==> config.mk <==
export PLATFORM = sky130hd
export DESIGN_NAME = timed_button_pulse_controller
export DESIGN_NICKNAME = d
export VERILOG_FILES = /design/src/hdl/tbp_pkg.sv /design/src/hdl/tbp_ring.sv /design/src/hdl/timed_button_pulse_controller.sv
export SDC_FILE = /design/constraint.sdc
export NUM_CORES = 2
export LEC_CHECK = 0
export BUFFER_PORTS_ARGS = -buffer_cell sky130_fd_sc_hd__buf_4
export CAP_MARGIN = 5
export CORE_MARGIN = 4
export CORE_UTILIZATION = 27
export DETAILED_ROUTE_END_ITERATION = 12
export GPL_TIMING_DRIVEN = 1
export PLACE_DENSITY = 0.45
export SLEW_MARGIN = 30
export SYNTH_ARGS = -nofsm -noshare
export SYNTH_HDL_FRONTEND = slang
export SYNTH_SLANG_ARGS = --single-unit
==> constraint.sdc <==
create_clock -name clk -period 6 [get_ports clk]
set_clock_uncertainty 0.1 [all_clocks]
set_input_delay 1.2 -clock clk [delete_from_list [all_inputs] [get_ports clk]]
set_output_delay 1.2 -clock clk [all_outputs]
set_load 0.1 [all_outputs]
==> src/hdl/tbp_pkg.sv <==
// ----------------------------------------------------------------------------
// tbp_pkg: shared types and constants of the timed button pulse controller
// Command kinds, result codes, ring sizing and the ring request/response beats.
// ----------------------------------------------------------------------------
`default_nettype none

package tbp_pkg;

    // Ring of recent sequence ids
    localparam int RECENT_DEPTH = 16;
    localparam int RING_IDX_W   = (RECENT_DEPTH > 1) ? $clog2(RECENT_DEPTH) : 1;

    // All buttons released (active low)
    localparam logic [11:0] NEUTRAL_WORD = 12'hFFF;

    // Configuration register indexes
    localparam logic [1:0] REG_MIN_HOLD   = 2'd0;
    localparam logic [1:0] REG_MAX_HOLD   = 2'd1;
    localparam logic [1:0] REG_MAX_SETTLE = 2'd2;

    // Reset values of the configuration registers
    localparam logic [15:0] MIN_HOLD_RST   = 16'd20;
    localparam logic [15:0] MAX_HOLD_RST   = 16'd2000;
    localparam logic [15:0] MAX_SETTLE_RST = 16'd2000;

    // Command kinds
    localparam logic [2:0] KIND_TICK    = 3'd0;
    localparam logic [2:0] KIND_PULSE   = 3'd1;
    localparam logic [2:0] KIND_STATUS  = 3'd2;
    localparam logic [2:0] KIND_RELEASE = 3'd3;
    localparam logic [2:0] KIND_ARM     = 3'd4;
    localparam logic [2:0] KIND_DISARM  = 3'd5;

    // Status codes
    localparam logic [2:0] ST_OK        = 3'd0;
    localparam logic [2:0] ST_INVALID   = 3'd1;
    localparam logic [2:0] ST_BUSY      = 3'd2;
    localparam logic [2:0] ST_NOT_ARMED = 3'd3;
    localparam logic [2:0] ST_NO_GAME   = 3'd4;

    // Pulse states
    localparam logic [2:0] PS_IDLE      = 3'd0;
    localparam logic [2:0] PS_ACCEPTED  = 3'd1;
    localparam logic [2:0] PS_IN_PROG   = 3'd2;
    localparam logic [2:0] PS_COMPLETED = 3'd3;
    localparam logic [2:0] PS_ALREADY   = 3'd4;
    localparam logic [2:0] PS_ABORTED   = 3'd5;
    localparam logic [2:0] PS_NOT_FOUND = 3'd6;

    // Ring lookup / record request
    typedef struct packed {
        logic        valid;
        logic        record;
        logic [31:0] key;
        logic [2:0]  outcome;
    } ring_req_t;

    // Ring completion beat
    typedef struct packed {
        logic       done;
        logic       hit;
        logic [2:0] outcome;
    } ring_rsp_t;

endpackage

`default_nettype wire

==> src/hdl/tbp_ring.sv <==
// ----------------------------------------------------------------------------
// tbp_ring: ring of recent pulse sequence ids and their outcomes
// Scans one entry per cycle through a single 32-bit comparator. A find
// reports hit and outcome; a record then updates the hit entry in place or
// writes the oldest slot.
// ----------------------------------------------------------------------------
`default_nettype none

module tbp_ring
    import tbp_pkg::*;
(
    input  wire logic      clk,
    input  wire logic      rst_n,
    input  wire ring_req_t req,
    output      ring_rsp_t rsp
);

    typedef enum logic [2:0] {
        R_IDLE  = 3'b001,
        R_SCAN  = 3'b010,
        R_WRITE = 3'b100
    } ring_state_t;

    localparam logic [RING_IDX_W-1:0] IDX_LAST = RING_IDX_W'(RECENT_DEPTH - 1);

    ring_state_t              state_reg,   state_next;
    logic [RING_IDX_W-1:0]    idx_reg,     idx_next;
    logic [RING_IDX_W-1:0]    hit_idx_reg, hit_idx_next;
    logic [RING_IDX_W-1:0]    slot_reg,    slot_next;
    logic [31:0]              key_reg,     key_next;
    logic [2:0]               outc_reg,    outc_next;
    logic                     rec_reg,     rec_next;
    logic                     hit_reg,     hit_next;
    logic [2:0]               hit_out_reg, hit_out_next;
    logic                     done_reg,    done_next;

    logic [31:0]              ids_reg  [RECENT_DEPTH];
    logic [2:0]               outs_reg [RECENT_DEPTH];

    logic                     wr_en;
    logic                     wr_id;
    logic [RING_IDX_W-1:0]    wr_idx;
    logic                     match;

    // Shared compare of the scanned entry
    assign match = (ids_reg[idx_reg] == key_reg);

    // Sequence the scan and the write-back
    always_comb
    begin
        state_next   = state_reg;
        idx_next     = idx_reg;
        hit_idx_next = hit_idx_reg;
        slot_next    = slot_reg;
        key_next     = key_reg;
        outc_next    = outc_reg;
        rec_next     = rec_reg;
        hit_next     = hit_reg;
        hit_out_next = hit_out_reg;
        done_next    = 1'b0;
        wr_en        = 1'b0;
        wr_id        = 1'b0;
        wr_idx       = slot_reg;

        case (state_reg)
            R_IDLE:
            begin
                if (req.valid)
                begin
                    key_next   = req.key;
                    outc_next  = req.outcome;
                    rec_next   = req.record;
                    idx_next   = '0;
                    hit_next   = 1'b0;
                    state_next = R_SCAN;
                end
            end
            R_SCAN:
            begin
                if (match || idx_reg == IDX_LAST)
                begin
                    hit_next     = match;
                    hit_idx_next = idx_reg;
                    hit_out_next = outs_reg[idx_reg];
                    if (rec_reg)
                    begin
                        state_next = R_WRITE;
                    end
                    else
                    begin
                        done_next  = 1'b1;
                        state_next = R_IDLE;
                    end
                end
                else
                begin
                    idx_next = idx_reg + 1'b1;
                end
            end
            R_WRITE:
            begin
                wr_en = 1'b1;
                if (hit_reg)
                begin
                    wr_idx = hit_idx_reg;
                end
                else
                begin
                    wr_id     = 1'b1;
                    wr_idx    = slot_reg;
                    slot_next = (slot_reg == IDX_LAST) ? '0 : slot_reg + 1'b1;
                end
                done_next  = 1'b1;
                state_next = R_IDLE;
            end
            default:
            begin
                state_next = R_IDLE;
            end
        endcase
    end

    // Hold control state
    always_ff @(posedge clk or negedge rst_n)
    begin
        if (!rst_n)
        begin
            state_reg <= R_IDLE;
            slot_reg  <= '0;
            done_reg  <= 1'b0;
        end
        else
        begin
            state_reg <= state_next;
            slot_reg  <= slot_next;
            done_reg  <= done_next;
        end
    end

    // Hold scan payload
    always_ff @(posedge clk)
    begin
        idx_reg     <= idx_next;
        hit_idx_reg <= hit_idx_next;
        key_reg     <= key_next;
        outc_reg    <= outc_next;
        rec_reg     <= rec_next;
        hit_reg     <= hit_next;
        hit_out_reg <= hit_out_next;
    end

    // Ring storage, empty after reset
    always_ff @(posedge clk or negedge rst_n)
    begin
        if (!rst_n)
        begin
            for (int i = 0; i < RECENT_DEPTH; i++)
            begin
                ids_reg[i]  <= '0;
                outs_reg[i] <= '0;
            end
        end
        else if (wr_en)
        begin
            outs_reg[wr_idx] <= outc_reg;
            if (wr_id)
            begin
                ids_reg[wr_idx] <= key_reg;
            end
        end
    end

    assign rsp.done    = done_reg;
    assign rsp.hit     = hit_reg;
    assign rsp.outcome = hit_out_reg;

    // A request is only issued while the ring is idle
    assert property (@(posedge clk) disable iff (!rst_n)
        req.valid |-> state_reg == R_IDLE)
        else $error("ring request while scan in progress");

    // Completion is a single-cycle beat
    assert property (@(posedge clk) disable iff (!rst_n)
        done_reg |=> !done_reg)
        else $error("ring done held longer than one cycle");

endmodule

`default_nettype wire

==> src/hdl/timed_button_pulse_controller.sv <==
// ----------------------------------------------------------------------------
// timed_button_pulse_controller: timed active-low button pulse driver
// Takes tick, pulse, status, release, arm and disarm commands, drives the
// 12-bit button word and answers each command with one status beat.
// ----------------------------------------------------------------------------
// Sequence: an accepted command runs T_SVC0, T_ACT and T_DONE (a tick adds T_SVC1),
//   and the strobe is registered from T_DONE; a record pass waits in T_RWAIT, a find
//   in T_FWAIT, so a completion record followed by a find is the worst case.
// Commands: one at a time, paced by the one-entry-per-cycle ring scan; the
//   next command is taken at the edge that ends the strobe.
// Reset: disarmed, idle, buttons released, ring empty, limits 20/2000/2000; no stall.
// ----------------------------------------------------------------------------
`default_nettype none

module timed_button_pulse_controller
    import tbp_pkg::*;
(
    input  wire logic        clk,
    input  wire logic        rst_n,
    // command channel
    input  wire logic        start,
    output      logic        busy,
    input  wire logic [2:0]  kind,
    input  wire logic [31:0] seq_id,
    input  wire logic [31:0] button_word,
    input  wire logic [15:0] hold_ms,
    input  wire logic [15:0] settle_ms,
    input  wire logic        game_ready,
    // configuration channel
    input  wire logic        cfg_valid,
    output      logic        cfg_ready,
    input  wire logic [1:0]  cfg_index,
    input  wire logic [15:0] cfg_data,
    // result channel
    output      logic        result_valid,
    output      logic [2:0]  status,
    output      logic [31:0] seq_out,
    output      logic [2:0]  pulse_state,
    output      logic [11:0] buttons,
    output      logic [15:0] remaining_ms,
    output      logic        pulse_active,
    output      logic        armed_flag
);

    typedef enum logic [6:0] {
        T_IDLE  = 7'b0000001,
        T_SVC0  = 7'b0000010,
        T_ACT   = 7'b0000100,
        T_SVC1  = 7'b0001000,
        T_RWAIT = 7'b0010000,
        T_FWAIT = 7'b0100000,
        T_DONE  = 7'b1000000
    } ctl_state_t;

    ctl_state_t  state_reg,      state_next;
    logic        ret_act_reg,    ret_act_next;

    // latched command
    logic [2:0]  kind_reg,       kind_next;
    logic [31:0] seq_reg,        seq_next;
    logic [31:0] word_reg,       word_next;
    logic [15:0] hold_reg,       hold_next;
    logic [15:0] settle_in_reg,  settle_in_next;
    logic        ready_reg,      ready_next;

    // pulse state
    logic        armed_reg,      armed_next;
    logic        active_reg,     active_next;
    logic        settling_reg,   settling_next;
    logic [31:0] cur_seq_reg,    cur_seq_next;
    logic [11:0] drive_reg,      drive_next;
    logic [15:0] settle_len_reg, settle_len_next;
    logic [15:0] time_left_reg,  time_left_next;

    // pending result codes
    logic [2:0]  res_status_reg, res_status_next;
    logic [31:0] res_seq_reg,    res_seq_next;
    logic [2:0]  res_state_reg,  res_state_next;

    // result beat
    logic        out_valid_reg,  out_valid_next;
    logic [2:0]  out_status_reg, out_status_next;
    logic [31:0] out_seq_reg,    out_seq_next;
    logic [2:0]  out_state_reg,  out_state_next;
    logic [11:0] out_btn_reg,    out_btn_next;
    logic [15:0] out_rem_reg,    out_rem_next;
    logic        out_act_reg,    out_act_next;
    logic        out_arm_reg,    out_arm_next;

    // configuration
    logic [15:0] min_hold_reg;
    logic [15:0] max_hold_reg;
    logic [15:0] max_settle_reg;

    ring_req_t   ring_req;
    ring_rsp_t   ring_rsp;

    logic        pulse_bad;
    logic        accept;

    assign accept = start && (state_reg == T_IDLE);

    // Reject malformed pulse requests
    assign pulse_bad = (seq_reg == 32'd0) || (word_reg[31:12] != 20'd0)
                    || (word_reg[11:0] == NEUTRAL_WORD)
                    || (hold_reg < min_hold_reg) || (hold_reg > max_hold_reg)
                    || (settle_in_reg > max_settle_reg);

    tbp_ring u_ring (
        .clk   (clk),
        .rst_n (rst_n),
        .req   (ring_req),
        .rsp   (ring_rsp)
    );

    // Command sequencer
    always_comb
    begin
        state_next      = state_reg;
        ret_act_next    = ret_act_reg;
        kind_next       = kind_reg;
        seq_next        = seq_reg;
        word_next       = word_reg;
        hold_next       = hold_reg;
        settle_in_next  = settle_in_reg;
        ready_next      = ready_reg;
        armed_next      = armed_reg;
        active_next     = active_reg;
        settling_next   = settling_reg;
        cur_seq_next    = cur_seq_reg;
        drive_next      = drive_reg;
        settle_len_next = settle_len_reg;
        time_left_next  = time_left_reg;
        res_status_next = res_status_reg;
        res_seq_next    = res_seq_reg;
        res_state_next  = res_state_reg;
        out_valid_next  = 1'b0;
        out_status_next = out_status_reg;
        out_seq_next    = out_seq_reg;
        out_state_next  = out_state_reg;
        out_btn_next    = out_btn_reg;
        out_rem_next    = out_rem_reg;
        out_act_next    = out_act_reg;
        out_arm_next    = out_arm_reg;
        ring_req        = '0;

        case (state_reg)
            T_IDLE:
            begin
                if (accept)
                begin
                    kind_next      = kind;
                    seq_next       = seq_id;
                    word_next      = button_word;
                    hold_next      = hold_ms;
                    settle_in_next = settle_ms;
                    ready_next     = game_ready;
                    state_next     = T_SVC0;
                end
            end

            // Expire the hold or settle phase when its time has run out
            T_SVC0, T_SVC1:
            begin
                ret_act_next = (state_reg == T_SVC0);
                state_next   = (state_reg == T_SVC0) ? T_ACT : T_DONE;
                if (active_reg && time_left_reg == 16'd0)
                begin
                    drive_next = NEUTRAL_WORD;
                    if (!settling_reg && settle_len_reg != 16'd0)
                    begin
                        settling_next  = 1'b1;
                        time_left_next = settle_len_reg;
                    end
                    else
                    begin
                        active_next     = 1'b0;
                        settling_next   = 1'b0;
                        settle_len_next = '0;
                        time_left_next  = '0;
                        cur_seq_next    = '0;
                        if (cur_seq_reg != 32'd0)
                        begin
                            ring_req.valid   = 1'b1;
                            ring_req.record  = 1'b1;
                            ring_req.key     = cur_seq_reg;
                            ring_req.outcome = PS_COMPLETED;
                            state_next       = T_RWAIT;
                        end
                    end
                end
            end

            // Act on the command
            T_ACT:
            begin
                res_status_next = ST_OK;
                res_seq_next    = '0;
                res_state_next  = PS_IDLE;
                ret_act_next    = 1'b0;
                state_next      = T_DONE;
                case (kind_reg)
                    KIND_TICK:
                    begin
                        if (active_reg && time_left_reg != 16'd0)
                        begin
                            time_left_next = time_left_reg - 16'd1;
                        end
                        state_next = T_SVC1;
                    end
                    KIND_PULSE:
                    begin
                        res_seq_next = seq_reg;
                        if (!armed_reg)
                        begin
                            res_status_next = ST_NOT_ARMED;
                            res_state_next  = PS_ABORTED;
                        end
                        else if (pulse_bad)
                        begin
                            res_status_next = ST_INVALID;
                            res_state_next  = PS_ABORTED;
                        end
                        else if (active_reg && cur_seq_reg == seq_reg)
                        begin
                            res_state_next = PS_IN_PROG;
                        end
                        else
                        begin
                            ring_req.valid = 1'b1;
                            ring_req.key   = seq_reg;
                            state_next     = T_FWAIT;
                        end
                    end
                    KIND_STATUS:
                    begin
                        if (seq_reg == 32'd0)
                        begin
                            if (active_reg)
                            begin
                                res_seq_next   = cur_seq_reg;
                                res_state_next = PS_IN_PROG;
                            end
                        end
                        else if (active_reg && cur_seq_reg == seq_reg)
                        begin
                            res_seq_next   = seq_reg;
                            res_state_next = PS_IN_PROG;
                        end
                        else
                        begin
                            res_seq_next   = seq_reg;
                            ring_req.valid = 1'b1;
                            ring_req.key   = seq_reg;
                            state_next     = T_FWAIT;
                        end
                    end
                    KIND_RELEASE, KIND_DISARM:
                    begin
                        drive_next = NEUTRAL_WORD;
                        if (kind_reg == KIND_DISARM)
                        begin
                            armed_next = 1'b0;
                        end
                        if (active_reg)
                        begin
                            active_next     = 1'b0;
                            settling_next   = 1'b0;
                            settle_len_next = '0;
                            time_left_next  = '0;
                            cur_seq_next    = '0;
                            if (cur_seq_reg != 32'd0)
                            begin
                                ring_req.valid   = 1'b1;
                                ring_req.record  = 1'b1;
                                ring_req.key     = cur_seq_reg;
                                ring_req.outcome = PS_ABORTED;
                                state_next       = T_RWAIT;
                            end
                        end
                    end
                    KIND_ARM:
                    begin
                        if (!armed_reg)
                        begin
                            if (!ready_reg)
                            begin
                                res_status_next = ST_NO_GAME;
                                res_state_next  = PS_ABORTED;
                            end
                            else
                            begin
                                drive_next = NEUTRAL_WORD;
                                armed_next = 1'b1;
                            end
                        end
                    end
                    default:
                    begin
                        res_status_next = ST_INVALID;
                    end
                endcase
            end

            // Wait for the outcome write-back
            T_RWAIT:
            begin
                if (ring_rsp.done)
                begin
                    state_next = ret_act_reg ? T_ACT : T_DONE;
                end
            end

            // Decide from the ring lookup
            T_FWAIT:
            begin
                if (ring_rsp.done)
                begin
                    state_next = T_DONE;
                    if (kind_reg == KIND_PULSE)
                    begin
                        if (ring_rsp.hit)
                        begin
                            res_state_next = (ring_rsp.outcome == PS_COMPLETED)
                                             ? PS_ALREADY : ring_rsp.outcome;
                        end
                        else if (active_reg)
                        begin
                            res_status_next = ST_BUSY;
                            res_seq_next    = cur_seq_reg;
                            res_state_next  = PS_IN_PROG;
                        end
                        else
                        begin
                            drive_next      = word_reg[11:0];
                            active_next     = 1'b1;
                            settling_next   = 1'b0;
                            cur_seq_next    = seq_reg;
                            settle_len_next = settle_in_reg;
                            time_left_next  = hold_reg;
                            res_state_next  = PS_ACCEPTED;
                        end
                    end
                    else
                    begin
                        res_state_next = ring_rsp.hit ? ring_rsp.outcome : PS_NOT_FOUND;
                    end
                end
            end

            // Drive the result beat
            T_DONE:
            begin
                out_valid_next = 1'b1;
                out_btn_next   = drive_reg;
                out_rem_next   = active_reg ? time_left_reg : 16'd0;
                out_act_next   = active_reg;
                out_arm_next   = armed_reg;
                if (kind_reg == KIND_TICK)
                begin
                    out_status_next = ST_OK;
                    out_seq_next    = active_reg ? cur_seq_reg : 32'd0;
                    out_state_next  = active_reg ? PS_IN_PROG : PS_IDLE;
                end
                else
                begin
                    out_status_next = res_status_reg;
                    out_seq_next    = res_seq_reg;
                    out_state_next  = res_state_reg;
                end
                state_next = T_IDLE;
            end

            default:
            begin
                state_next = T_IDLE;
            end
        endcase
    end

    // Hold control and pulse state
    always_ff @(posedge clk or negedge rst_n)
    begin
        if (!rst_n)
        begin
            state_reg      <= T_IDLE;
            ret_act_reg    <= 1'b0;
            armed_reg      <= 1'b0;
            active_reg     <= 1'b0;
            settling_reg   <= 1'b0;
            cur_seq_reg    <= '0;
            drive_reg      <= NEUTRAL_WORD;
            settle_len_reg <= '0;
            time_left_reg  <= '0;
            out_valid_reg  <= 1'b0;
        end
        else
        begin
            state_reg      <= state_next;
            ret_act_reg    <= ret_act_next;
            armed_reg      <= armed_next;
            active_reg     <= active_next;
            settling_reg   <= settling_next;
            cur_seq_reg    <= cur_seq_next;
            drive_reg      <= drive_next;
            settle_len_reg <= settle_len_next;
            time_left_reg  <= time_left_next;
            out_valid_reg  <= out_valid_next;
        end
    end

    // Hold command and result payload
    always_ff @(posedge clk)
    begin
        kind_reg       <= kind_next;
        seq_reg        <= seq_next;
        word_reg       <= word_next;
        hold_reg       <= hold_next;
        settle_in_reg  <= settle_in_next;
        ready_reg      <= ready_next;
        res_status_reg <= res_status_next;
        res_seq_reg    <= res_seq_next;
        res_state_reg  <= res_state_next;
        out_status_reg <= out_status_next;
        out_seq_reg    <= out_seq_next;
        out_state_reg  <= out_state_next;
        out_btn_reg    <= out_btn_next;
        out_rem_reg    <= out_rem_next;
        out_act_reg    <= out_act_next;
        out_arm_reg    <= out_arm_next;
    end

    // Write configuration registers
    always_ff @(posedge clk or negedge rst_n)
    begin
        if (!rst_n)
        begin
            min_hold_reg   <= MIN_HOLD_RST;
            max_hold_reg   <= MAX_HOLD_RST;
            max_settle_reg <= MAX_SETTLE_RST;
        end
        else if (cfg_valid && cfg_ready)
        begin
            case (cfg_index)
                REG_MIN_HOLD:   min_hold_reg   <= cfg_data;
                REG_MAX_HOLD:   max_hold_reg   <= cfg_data;
                REG_MAX_SETTLE: max_settle_reg <= cfg_data;
                default:        ;
            endcase
        end
    end

    assign cfg_ready    = 1'b1;
    assign busy         = (state_reg != T_IDLE);
    assign result_valid = out_valid_reg;
    assign status       = out_status_reg;
    assign seq_out      = out_seq_reg;
    assign pulse_state  = out_state_reg;
    assign buttons      = out_btn_reg;
    assign remaining_ms = out_rem_reg;
    assign pulse_active = out_act_reg;
    assign armed_flag   = out_arm_reg;

    // An accepted command raises busy
    assert property (@(posedge clk) disable iff (!rst_n)
        start && !busy |=> busy)
        else $error("busy not raised after accept");

    // One result beat per command
    assert property (@(posedge clk) disable iff (!rst_n)
        result_valid |=> !result_valid)
        else $error("result strobe longer than one cycle");

    // An idle pulse carries no timing
    assert property (@(posedge clk) disable iff (!rst_n)
        !active_reg |-> (time_left_reg == 16'd0) && !settling_reg)
        else $error("timer or settle flag left over with no pulse");

    // A pulse only runs while armed
    assert property (@(posedge clk) disable iff (!rst_n)
        active_reg |-> armed_reg)
        else $error("pulse active while disarmed");

endmodule

`default_nettype wire

==> impl_metrics.ini <==
[run_status]
status = complete, no violations

[pwr]
power_density_nw_per_um2 = 299
peakVddDrop_uv = 207
total_power_mw = 15.2
leakage_nw = 22.3

[critical_path]
worstPathMaxFanout = 37
start_kind = flip-flop
reg2reg_to = u_ring.hit_reg$_SDFFCE_PP0P_
rr_worst_depth = 10
r2r_start = u_ring.idx_reg[2]$_SDFFCE_PP0P_
required_ns = 6.35
end_kind = flip-flop
cp_data_arrival_time_ns = 4.85
worst-r2r-setup-slack_ns = 1.50
path_class = reg -> reg

[synthesis]
synthesis.area_um2 = 43100
syn_inst = 2988
synth_nets = 3160
avgSynthCellArea_um2 = 14.4
ys_dominant_reg_cell = dfrtp_1
yosysSeqAreaShare = 0.586
synth.top_cell.area_share = 0.393
ys_async_sr_fraction = 0.736
synth_top_cell_by_area = dfrtp_1
synth.area.top_cells = dfrtp_1 39%, edfxtp_1 18%, mux2_2 16%, mux4_2 5.9%, a22o_1 2.2%
yosys-top-cells-count = 676 x dfrtp_1, 607 x mux2_2, 253 x edfxtp_1, 170 x nand2_1, 131 x clkbuf_1
yosysMostFrequentCell = dfrtp_1
synth-edff-count = 253
synth_cell_types = 78
ys_seq_elements = 957
yosysWarnings = 0

[cts]
cts_sinks = 957
holdBufCountCts = 0
clk_latency_ns = 0.74
cts_resized = 0
cts_tree = done
clk_path_buf_depth = 3
root_buffer = clkbuf_16
cts-buffers-inserted = 109
h-tree-depth = 3
cts_setup_buffers = 0
clk_pin_slew_ns = 0.06

[grt]
gr-total-overflow = 0
track_usage = 0.149
grt_pass1_wl_um = 187000
grt_pass1_vias = 26842
antenna_found_initial = 1
grt_max_degree = 156

[floorplanning]
core_area_um2 = 159000
dieWidth_um = 407
start_util = 0.272
dieArea_um2 = 166000
rows = 146
num_io_pins = 193
die_y_um = 407

[detailed_routing]
drcViolationCount = 0
drtIter0Drc = 1636
ant_nets = 0
drt-vias-per-instance = 4.80
wl_per_cell_um = 23.5
num_vias = 25541
dr.pass1.iters = 7
drt_wl_total_um = 125000

[timing]
finalCriticalPeriod_ns = 4.50
finalSetupViolations = 0
relSlewSlack = 0.345
drv_slew = 0
rsz0062_at_grt = no
setup_tns_ns = 0
worst_pin_slew_ns = 0.982
max_freq_mhz = 222
fin_crit_sh = 0.750
hold_viol_final = 0
holdWs_ns = 0.375

[cells_and_area]
multiInputGateArea_um2 = 16800
nFillCells = 15692
drive_gt1_frac = 0.382
nets = 3326
regArea_um2 = 25300
stdcell_area_um2 = 50800
final_cells = 5317
largest_reg_flops = 512
area_delta_synth_final_pct = 17.9
diodes = 0

[min_path]
hp-start = drive_reg[2]$_DFFE_PN1P_
worstHoldPathType = reg -> reg
holdPathStages = 2
min_to = drive_reg[2]$_DFFE_PN1P_

[placed_design]
numPortBuffers = 191
place_inst = 5113
hpwl_um = 81200
gp_congestion = 0.755
placed_cell_area_um2 = 47100

[flow_run]
maxCapViolCount = 0
-- cell usage in the layout, fill, tap and decap left out, types with 18 or more instances in the layout --
master,synthesis,final
a221oi_1,18,18
dfrtp_1,676,675
ha_1,50,50
and2_1,34,33
a22o_1,108,108
buf_4,8,252
mux4_2,113,113
nor2_1,66,60
edfxtp_1,253,253
xor2_1,57,57
inv_1,57,57
nor4_1,49,47
o21ai_0,74,74
xnor2_1,35,35
clkinv_2,1,26
nor3_1,25,20
mux2i_1,71,71
nand4_1,22,22
clkbuf_1,131,23
dfstp_2,28,28
clkbuf_16,0,110
nand2_1,170,170
nand3_1,43,43
clkbuf_8,0,20
a21oi_1,41,38
mux2_2,607,607
-- report_power, final --
group / total [mW] / switching, mW / internal, mW
clock network: 6.81 / 2.83 / 3.97
registers: 7.33 / 0.255 / 7.07
logic: 1.07 / 0.689 / 0.383
total: 15.2 / 3.78 / 11.4
-- routing by layer --
metal	GRT usage	share of wire	vias up
met1	0.208	0.47	13457
li1	-	-	11463
met2	0.237	0.47	475
met3	0.0270	0.038	146
met4	0.0403	0.024	0
met5	0	0	-
-- worst max-delay path, stage by stage (launching register included) --
cell      delay (ns)
edfxtp_1        0.58
buf_12          0.28
buf_4           0.28
and2b_1         0.35
a221oi_1        0.42
xor2_1          0.19
nor4_1          0.71
and4_1          0.54
o211ai_2        0.22
a21oi_4         0.38
or2_1           0.18
-- worst max path at each step --
| stage | to | startpoint | cells after the start |
|---|---|---|---|
| after floorplan | state_reg[6]$_DFFE_PN0P_ | start | 4 |
| after global placement | u_ring.hit_reg$_SDFFCE_PP0P_ | u_ring.idx_reg[1]$_SDFFCE_PP0P_ | 10 |
| after detailed placement | u_ring.hit_reg$_SDFFCE_PP0P_ | u_ring.idx_reg[1]$_SDFFCE_PP0P_ | 10 |
| after CTS | u_ring.hit_reg$_SDFFCE_PP0P_ | u_ring.idx_reg[1]$_SDFFCE_PP0P_ | 10 |
| after global routing | u_ring.idx_reg[2]$_SDFFCE_PP0P_ | u_ring.idx_reg[0]$_SDFFCE_PP0P_ | 10 |
| final | u_ring.hit_reg$_SDFFCE_PP0P_ | u_ring.idx_reg[2]$_SDFFCE_PP0P_ | 10 |
-- cells by family (layout without fill, tap and decap cells) --
kind of cell	count (synthesis)	in the layout	share of synthesized area
adders and majority gates	50	50	0.0145
buffers and inverters	275	532	0.0280
DFF	957	957	0.586
xor gates and xnor gates	92	92	0.0187
and+or+nand+nor	489	489	0.0570
AOI/OAI and AO/OA	322	322	0.0546
muxes	802	802	0.241
other	1	1	0.0000870
-- cell type report --
type                       count  share of cell area
timing repair buffer         272              0.0447
clock buffer                 153              0.0613
sequential                   957               0.497
tap                         2072              0.0510
inverter                      58             0.00431
clock inverter                49              0.0111
multi-input combinational   1756               0.331
-- per-stage QoR --
stage / utilization / setup WS [ns]
floorplan: - / 1.72
global route: 0.320 / 1.38
detailed placement: 0.297 / 1.16
global placement: 0.296 / 1.19
finish: 0.320 / 1.50
CTS: 0.320 / 1.17
(Power assumes the default switching activity.)
